### src/hdl/gcd_pkg.sv
// Package for the GCD/LCM unit: operand width, transaction structs,
// microcode control word types and the microprogram ROM.
// No dependencies.
`default_nettype none

package gcd_pkg;

    localparam int OPERAND_WIDTH = 32;
    localparam int CNT_W         = $clog2(OPERAND_WIDTH + 1);
    localparam int STEP_W        = 4;

    typedef struct packed {
        logic [31:0] operand_x;
        logic [31:0] operand_y;
    } t_in_item;

    typedef struct packed {
        logic [31:0] gcd_value;
        logic [63:0] lcm_value;
        logic        both_zero;
    } t_out_item;

    typedef logic [STEP_W-1:0] t_step;

    typedef enum logic [2:0] {
        OP_NOP,
        OP_DIV_MOD,   // start divider on p / q
        OP_DIV_LCM,   // start divider on x / p
        OP_SWAP,      // p <= q, q <= remainder
        OP_CLR_LCM,
        OP_MUL,       // lcm <= quotient * y
        OP_OUT
    } t_op;

    typedef enum logic [2:0] {
        C_NEVER,
        C_ALWAYS,
        C_Q_ZERO,
        C_P_ZERO,
        C_DIV_BUSY,
        C_OUT_BUSY
    } t_cond;

    typedef struct packed {
        t_op   op;
        t_cond cond;
        t_step target;
    } t_cword;

    localparam t_step ST_LOOP     = 4'd0;
    localparam t_step ST_MOD_GO   = 4'd1;
    localparam t_step ST_MOD_WAIT = 4'd2;
    localparam t_step ST_SWAP     = 4'd3;
    localparam t_step ST_CHK_G    = 4'd4;
    localparam t_step ST_DIV_GO   = 4'd5;
    localparam t_step ST_DIV_WAIT = 4'd6;
    localparam t_step ST_MUL      = 4'd7;
    localparam t_step ST_OUT      = 4'd8;

    function automatic t_cword ucode(input t_step step);
        t_cword cw;
        case (step)
            ST_LOOP:     cw = '{op: OP_NOP,     cond: C_Q_ZERO,   target: ST_CHK_G};
            ST_MOD_GO:   cw = '{op: OP_DIV_MOD, cond: C_NEVER,    target: ST_LOOP};
            ST_MOD_WAIT: cw = '{op: OP_NOP,     cond: C_DIV_BUSY, target: ST_MOD_WAIT};
            ST_SWAP:     cw = '{op: OP_SWAP,    cond: C_ALWAYS,   target: ST_LOOP};
            ST_CHK_G:    cw = '{op: OP_CLR_LCM, cond: C_P_ZERO,   target: ST_OUT};
            ST_DIV_GO:   cw = '{op: OP_DIV_LCM, cond: C_NEVER,    target: ST_LOOP};
            ST_DIV_WAIT: cw = '{op: OP_NOP,     cond: C_DIV_BUSY, target: ST_DIV_WAIT};
            ST_MUL:      cw = '{op: OP_MUL,     cond: C_NEVER,    target: ST_LOOP};
            ST_OUT:      cw = '{op: OP_OUT,     cond: C_OUT_BUSY, target: ST_OUT};
            default:     cw = '{op: OP_NOP,     cond: C_ALWAYS,   target: ST_OUT};
        endcase
        return cw;
    endfunction

endpackage

`default_nettype wire

### src/hdl/gcd_lcm_unit_top.sv
// GCD/LCM unit top level: microcoded sequencer, shared restoring divider
// and one registered multiplier.
// Depends on gcd_pkg.
//
// Usage:
//   Input channel i_valid / o_stall carries operand_x and operand_y; a
//   transaction completes when i_valid is high and o_stall is low.
//   Output channel o_valid / i_stall carries gcd_value, lcm_value and
//   both_zero; one result per input transaction.
//   Only the low OPERAND_WIDTH bits of each operand are used.
//   One operand pair is worked at a time; o_stall is high while it runs.
//   Each Euclid remainder step runs the shared divider (it retires one
//   quotient bit per cycle), then the final x / gcd runs on it as well,
//   with microcode sequencing steps around the divider runs.
//   The result sits in an output register; a new pair may be accepted
//   while it waits; the sequencer only holds at its last step if the output
//   register is still full and stalled when the next result is ready.
//   Synchronous active-low reset empties the sequencer and output register.
`default_nettype none

module gcd_lcm_unit_top (
    input  wire                  i_clk,
    input  wire                  i_rst_n,
    input  wire                  i_valid,
    output logic                 o_stall,
    input  wire gcd_pkg::t_in_item i_in,
    output logic                 o_valid,
    input  wire                  i_stall,
    output gcd_pkg::t_out_item   o_out
);
    import gcd_pkg::*;

    localparam int W = OPERAND_WIDTH;

    logic                r_busy;
    t_step               r_step;
    logic                r_out_valid;
    t_out_item           r_out;

    logic [W-1:0]        r_x, r_y, r_p, r_q;
    logic                r_both_zero;
    logic [2*W-1:0]      r_lcm;

    logic [W-1:0]        r_div_rem, r_div_quo, r_div_dvs;
    logic [CNT_W-1:0]    r_div_cnt;

    t_cword              cw;
    logic                take;
    logic                out_busy;
    logic                div_busy;
    logic                jump;
    logic                in_acc;
    logic [W:0]          div_shift;
    logic [W:0]          div_trial;
    t_step               n_step;

    assign in_acc    = i_valid && !r_busy;
    assign o_stall   = r_busy;
    assign o_valid   = r_out_valid;
    assign o_out     = r_out;

    assign cw        = ucode(r_step);
    assign out_busy  = r_out_valid && i_stall;
    assign div_busy  = (r_div_cnt != '0);
    assign div_shift = {r_div_rem, r_div_quo[W-1]};
    assign div_trial = div_shift - {1'b0, r_div_dvs};

    always_comb begin
        case (cw.cond)
            C_NEVER:    jump = 1'b0;
            C_ALWAYS:   jump = 1'b1;
            C_Q_ZERO:   jump = (r_q == '0);
            C_P_ZERO:   jump = (r_p == '0);
            C_DIV_BUSY: jump = div_busy;
            C_OUT_BUSY: jump = out_busy;
            default:    jump = 1'b0;
        endcase
        n_step = jump ? cw.target : r_step + t_step'(1);
        take   = r_busy && (cw.op == OP_OUT) && !out_busy;
    end

    // sequencer, divider counter and output control
    always_ff @(posedge i_clk) begin
        if (!i_rst_n) begin
            r_busy      <= 1'b0;
            r_step      <= ST_LOOP;
            r_out_valid <= 1'b0;
            r_div_cnt   <= '0;
        end else begin
            if (in_acc) begin
                r_busy <= 1'b1;
                r_step <= ST_LOOP;
            end else if (r_busy) begin
                r_step <= n_step;
                if (take) begin
                    r_busy <= 1'b0;
                end
            end

            if (take) begin
                r_out_valid <= 1'b1;
            end else if (r_out_valid && !i_stall) begin
                r_out_valid <= 1'b0;
            end

            if (r_busy && (cw.op == OP_DIV_MOD || cw.op == OP_DIV_LCM)) begin
                r_div_cnt <= CNT_W'(W);
            end else if (div_busy) begin
                r_div_cnt <= r_div_cnt - CNT_W'(1);
            end
        end
    end

    // datapath
    always_ff @(posedge i_clk) begin
        if (in_acc) begin
            r_x         <= i_in.operand_x[W-1:0];
            r_y         <= i_in.operand_y[W-1:0];
            r_p         <= i_in.operand_x[W-1:0];
            r_q         <= i_in.operand_y[W-1:0];
            r_both_zero <= (i_in.operand_x[W-1:0] == '0) && (i_in.operand_y[W-1:0] == '0);
        end else if (r_busy) begin
            case (cw.op)
                OP_DIV_MOD: begin
                    r_div_rem <= '0;
                    r_div_quo <= r_p;
                    r_div_dvs <= r_q;
                end
                OP_DIV_LCM: begin
                    r_div_rem <= '0;
                    r_div_quo <= r_x;
                    r_div_dvs <= r_p;
                end
                OP_SWAP: begin
                    r_p <= r_q;
                    r_q <= r_div_rem;
                end
                OP_CLR_LCM: r_lcm <= '0;
                OP_MUL:     r_lcm <= (2*W)'(r_div_quo) * (2*W)'(r_y);
                default: ;
            endcase
        end

        if (div_busy) begin
            if (!div_trial[W]) begin
                r_div_rem <= div_trial[W-1:0];
                r_div_quo <= {r_div_quo[W-2:0], 1'b1};
            end else begin
                r_div_rem <= div_shift[W-1:0];
                r_div_quo <= {r_div_quo[W-2:0], 1'b0};
            end
        end

        if (take) begin
            r_out.gcd_value <= 32'(r_p);
            r_out.lcm_value <= 64'(r_lcm);
            r_out.both_zero <= r_both_zero;
        end
    end

    a_div_only_busy: assert property (@(posedge i_clk) disable iff (!i_rst_n)
        div_busy |-> r_busy)
        else $error("divider running while sequencer idle");

    a_accept_starts: assert property (@(posedge i_clk) disable iff (!i_rst_n)
        (i_valid && !o_stall) |=> (r_busy && r_step == ST_LOOP))
        else $error("accepted transaction did not start the program");

    a_no_div_zero: assert property (@(posedge i_clk) disable iff (!i_rst_n)
        (r_busy && cw.op == OP_DIV_MOD) |-> (r_q != '0))
        else $error("remainder step started with zero divisor");

    a_zero_result: assert property (@(posedge i_clk) disable iff (!i_rst_n)
        $rose(r_out_valid) && r_out.both_zero |->
            (r_out.gcd_value == '0 && r_out.lcm_value == '0))
        else $error("both-zero result carries nonzero values");

endmodule

`default_nettype wire

### config.mk
export PLATFORM = sky130hd
export DESIGN_NAME = gcd_lcm_unit_top
export DESIGN_NICKNAME = d
export VERILOG_FILES = /design/src/hdl/gcd_pkg.sv /design/src/hdl/gcd_lcm_unit_top.sv
export SDC_FILE = /design/constraint.sdc
export NUM_CORES = 2
export LEC_CHECK = 0
export BUFFER_PORTS_ARGS = -buffer_cell sky130_fd_sc_hd__clkbuf_2
export CORE_ASPECT_RATIO = 1.5
export CORE_MARGIN = 8
export CORE_UTILIZATION = 55
export CTS_CLUSTER_DIAMETER = 100
export CTS_CLUSTER_SIZE = 30
export DETAILED_ROUTE_END_ITERATION = 8
export PLACE_DENSITY = 0.7
export REMOVE_ABC_BUFFERS = 1
export SYNTH_ARGS = -nofsm -noshare
export SYNTH_HDL_FRONTEND = slang
export SYNTH_SLANG_ARGS = --single-unit
### constraint.sdc
create_clock -name i_clk -period 9.9 [get_ports i_clk]
set_input_delay 0.495 -clock i_clk [delete_from_list [all_inputs] [get_ports i_clk]]
set_output_delay 0.495 -clock i_clk [all_outputs]
set_load 0.1 [all_outputs]
Yosys cells after proc, flatten, opt, wreduce, memory -nomap -nowiden
Memories as Yosys holds them, arrays and structs flattened. A register that Yosys moved wholly into a read port is not among the register bits. Index checks and enable logic that the tools add are counted.

Memories: 1. Bits in registers: 398. Bits in read-only memories: 144. Output and inout port bits: 99.

Memory list: (name not given) (words 16, bits a word 9, read ports 1, clocked after Yosys merged registers in 1, wr ports 0, RTL line gcd_pkg.sv:62) `case (step)`.

Bitwise gates (word level): 2. Equality and inequality tests: 12. $add $sub $neg: 3. Reductions and logical operators: 33. Multiply operators: 1. Multiplexer cells: 29.

Operators by type and width (count): $mux 32 (14); $logic_not 32->1 (4); $pmux 32 s2 (2); $pmux 64 s2 (1); $mul 32x32->64 (1); $sub 33x32->33 (1); $reduce_bool 2->1 (8); $eq 3x3->1 const B (5); $eq 3x2->1 const B (4); $mux 4 (3); $mux 6 (2); $reduce_and 3->1 (4); $logic_and 1x1->1 (7); $eq 3x1->1 const B (2); $mux 1 (6); $reduce_bool 6->1 (1); $reduce_or 2->1 (3); $sub 6x1->6 const B (1); $pmux 1 s5 (1); $add 4x1->4 const B (1); $logic_not 1->1 (3); $reduce_bool 3->1 (1); $ne 2x2->1 const B (1); $not 1->1 (2); other kinds (2) (2).

Depth between registers and ports, before layout
Word-level depth: 6. Mapped depth: 29.

Worst setup path after synthesis
No wires, ideal clock.

Path type: register to register. From: register r_y[8]. To: register r_lcm[56], data pin. Data required time: 9.640 ns. Data arrival time: 6.969 ns. Path slack: 2.670 ns. Stages on the path, launching flop included: 25. Cells stage by stage: edfxtp_1 clkbuf_1 and2_1 fa_1 inv_1 fa_1 fa_1 inv_1 fa_1 fa_1 fa_1 fa_1 fa_1 ha_1 clkbuf_1 a21o_1 a21o_1 a21o_1 a221o_1 nand2_1 o31ai_1 a211oi_1 o21ai_1 a21oi_1 mux2i_1.

Word-level cells in the longest chain between the ends: 2.

Ends and longest elaborated chain: start, declared (RTL line gcd_lcm_unit_top.sv:40) `logic [W-1:0] r_x, r_y, r_p, r_q;`; start signal, assigned (RTL line gcd_lcm_unit_top.sv:118) `r_y <= i_in.operand_y[W-1:0];`; $mul 32x32->64 (RTL line gcd_lcm_unit_top.sv:139) `OP_MUL: r_lcm <= (2*W)'(r_div_quo) * (2*W)'(r_y);`; $pmux 64 s2 (RTL line gcd_lcm_unit_top.sv:123) `case (cw.op)`; end signal, assigned (RTL line gcd_lcm_unit_top.sv:139); end, declared (RTL line gcd_lcm_unit_top.sv:42) `logic [2*W-1:0] r_lcm;`.

Every way passes these cells. A chain may end at the register's enable or synchronous reset.

Worst setup path in the final report
From: register r_y[8]. To: register r_lcm[60], data pin.

The elaborated chain is that of the path after synthesis.

==> flow_summary_export.csv <==
group,metric,value,unit
setup_path,rr_worst_depth,26,
synth,ys_seq_elements,407,
clock_network,cts_setup_buffers,0,
setup_path,critPathArrivalTime,9.15,ns
run,maxCapViolCount,0,
detailed_routing,routed_wl,137,mm
status,status,"finished, final reports clean",
timing,setup_tns,0,ns
setup_path,critPathMaxStageDelay,1.28,ns
clock_network,cts.path.max_buffers,3,
hold_path,hold_class,"in -> reg",
setup_path,path_buf_inv,7,
clock_network,htreeDepth,1,
finish,fin_nets,6325,
setup_path,required,10.23,ns
finish,drive_above_1_share,6.49,%
floorplan,core-area,0.0915,mm2
finish,layout_commonest_cell,"inv_1",
timing,tightest_slew,1.43,ns
synth,ys.flop_type,"edfxtp_1",
hold_path,hold_end,"r_x[10]$_DFFE_PP_",
setup_path,r2r_start,"r_y[8]$_DFFE_PP_",
floorplan,initial_utilization,55.4,%
setup_path,cp-start-kind,"register",
placement,hpwl,109,mm
floorplan,rows,136,
setup_path,rrSetupSlack,1.08,ns
setup_path,slowest_stage,"edfxtp_1",
placement,routabilityCongestion,0.948,
global_route,grt_util_all_layers,27.0,%
floorplan,die-area,0.102,mm2
synth,synthDistinctLibCells,71,
finish,nFillCells,7888,
global_route,antenna_found_initial,5,
setup_path,crit_top_cell,"fa_1",
setup_path,rr_endpoint,"r_lcm[60]$_SDFFCE_PP0P_",
setup_path,path_class,"reg -> reg",
clock_network,cts_tree,"built",
synth,async_flop_share,0,%
global_route,grt_max_degree,94,
finish,area_growth_syn_to_layout,5.02,%
timing,clock.fmax,113,MHz
timing,fin_crit,8.82,ns
setup_path,cpLargestDelayFamily,"adder cells",
finish,multi_input_area,0.0342,mm2
setup_path,cp-end-kind,"register",
timing,period_share,89.0,%
timing,setup_viol,0,
clock_network,post_cts_resized,0,
synth,yosys_warnings,0,
detailed_routing,wl_per_cell,22.0,um
detailed_routing,detail_route.vias_per_cell,5.65,
timing,slew_violations,0,
detailed_routing,drt_iter0_markers,2225,
synth,synth-edff-count,386,
global_route,grt_pass1_vias,38269,
clock_network,cts_buffers,20,
finish,register_area,0.0120,mm2
placement,io_buffer_count,166,
hold_path,min_from,"i_in[42]",
clock_network,clock-sinks,407,
finish,final_cell_mix,"inv_1, fa_1, nand2_1",
clock_network,clkLatencyLatePin,0.61,ns
synth,syn_avg_cell_area,10.0,um2
detailed_routing,ant_nets,0,
synth,ys_seq_area_share,23.7,%
global_route,grt_overflow,0,
timing,clock_skew,0.0392,ns
timing,rsz0062_at_grt,"no",
detailed_routing,drc,0,
timing,slew_headroom,4.39,%
synth,netlist_area,0.0507,mm2
detailed_routing,dr.pass1.iters,5,
detailed_routing,vias,35280,
clock_network,cts.clk_slew.worst_paths,0.11,ns
floorplan,fp.dieW,264,um
synth,synthCells,5059,
setup_path,cp_max_fo,32,
hold_path,min_delay_path_depth,1,
clock_network,cts_root_buffer,"clkbuf_16",
global_route,grt_pass1_wl,216,mm
clock_network,holdBufCountCts,0,
timing,hold_violations,0,
floorplan,die_h,388,um
floorplan,io-pin-count,167,
-- stage by stage --
step | cells | util (%) | hold slack (ns) | cell area (um2) | worst slack (ns)
finish | 6244 | 58.2 | 0.0839 | 53300 | 1.08
global route | 6242 | 58.2 | 0.0709 | 53300 | 0.728
CTS | 6242 | 58.2 | 0.0528 | 53300 | 1.19
detailed placement | 6209 | 57.5 | 0.405 | 52600 | 1.24
global placement | 6209 | 57.5 | 0.401 | 52600 | 1.29
floorplan | 4797 | - | 0.400 | 49700 | 2.59
-- cell usage after synthesis (3+ instances only) --
cell type	n	area share (%)
nand3_1	22	0.22
buf_2	4	0.039
nand4_1	32	0.39
o21ai_1	9	0.089
o21a_1	15	0.22
or2_2	3	0.037
or3_1	6	0.074
o41ai_1	4	0.069
o31ai_1	8	0.12
o211ai_1	5	0.074
nor2_1	152	1.1
nor4_1	32	0.39
buf_6	3	0.067
o31a_1	5	0.086
nor3_1	27	0.27
clkbuf_1	252	1.9
o21ai_0	85	0.84
a211oi_2	3	0.074
and2_1	589	7.3
a21o_1	49	0.73
nand2_1	753	5.6
nor2b_1	10	0.12
xnor2_1	48	0.83
fa_1	897	35
and3_1	16	0.20
and4_1	3	0.052
xor2_1	37	0.64
o21bai_1	17	0.25
dfxtp_1	21	0.83
buf_1	3	0.022
a21boi_0	7	0.10
a21oi_1	111	1.1
ha_1	302	7.4
mux2i_1	68	1.3
nor3b_1	9	0.13
a31oi_1	9	0.11
edfxtp_1	386	23
nand2b_1	14	0.17
mux2_2	34	0.75
nand3b_1	7	0.10
inv_1	959	7.1
a211oi_1	9	0.13
-- per-layer routing --
metal,GRT usage (%),up-vias,routed length [um]
li1,-,15485,-
met1,32.8,18053,52700
met2,47.5,1376,68900
met3,3.83,362,8760
met4,11.7,4,6770
met5,0,-,28
-- flip-flops by register name, summed over array words and instances, names as in the netlist, 4 cells and up --
signal,count
r_x,32
cw,9
o_out,97
r_p,32
r_q,32
r_y,32
r_div_quo,32
r_div_cnt,6
r_div_rem,32
r_div_dvs,32
r_step,4
r_lcm,64
-- worst register-to-register path, cell delays in order (launching register included) --
cell and delay, ns:
edfxtp_1 1.28, nand2_1 0.22, fa_1 0.47, inv_1 0.07, fa_1 0.43, fa_1 0.52, inv_1 0.05, fa_1 0.49
inv_1 0.09, fa_1 0.52, inv_1 0.06, fa_1 0.53, inv_1 0.05, fa_1 0.49, fa_1 0.41, ha_1 0.37
inv_1 0.10, o41ai_1 0.49, a21oi_1 0.17, nor2_1 0.18, o31ai_1 0.11, buf_4 0.16, a21boi_1 0.48, a211oi_1 0.27
o31ai_1 0.33, xnor2_1 0.15, nor2_1 0.06
-- cell families after synthesis --
group | Yosys count | synth area share, %
simple gates | 1683 | 16.3
buf+inv | 1221 | 9.09
fa+ha+maj | 1199 | 42.8
flops | 407 | 23.7
compound gates | 360 | 4.51
mux | 103 | 2.12
xor+xnor | 86 | 1.52
-- final cells by class --
class	count	area share, %
Antenna cell	2	0.00939
Tap cell	1173	2.75
Clock buffer	25	0.974
Inverter	959	6.76
Clock inverter	8	0.258
Sequential cell	407	22.5
Multi-Input combinational cell	3431	64.1
Timing Repair Buffer	239	2.59
-- worst max-delay path by stage --
stage,start,to,slack [ns],depth (start not counted)
after floorplan,r_y[8]$_DFFE_PP_,r_lcm[56]$_SDFFCE_PP0P_,2.59,22
after global placement,r_y[8]$_DFFE_PP_,r_lcm[60]$_SDFFCE_PP0P_,1.29,26
after detailed placement,r_y[8]$_DFFE_PP_,r_lcm[60]$_SDFFCE_PP0P_,1.24,26
after CTS,r_y[8]$_DFFE_PP_,r_lcm[60]$_SDFFCE_PP0P_,1.19,26
after global routing,r_y[8]$_DFFE_PP_,r_lcm[60]$_SDFFCE_PP0P_,0.73,26
final,r_y[8]$_DFFE_PP_,r_lcm[60]$_SDFFCE_PP0P_,1.08,26
Power is left out: the tool's default activity adds up to more than one toggle a clock period on the data nets, which glitch-free logic cannot reach.
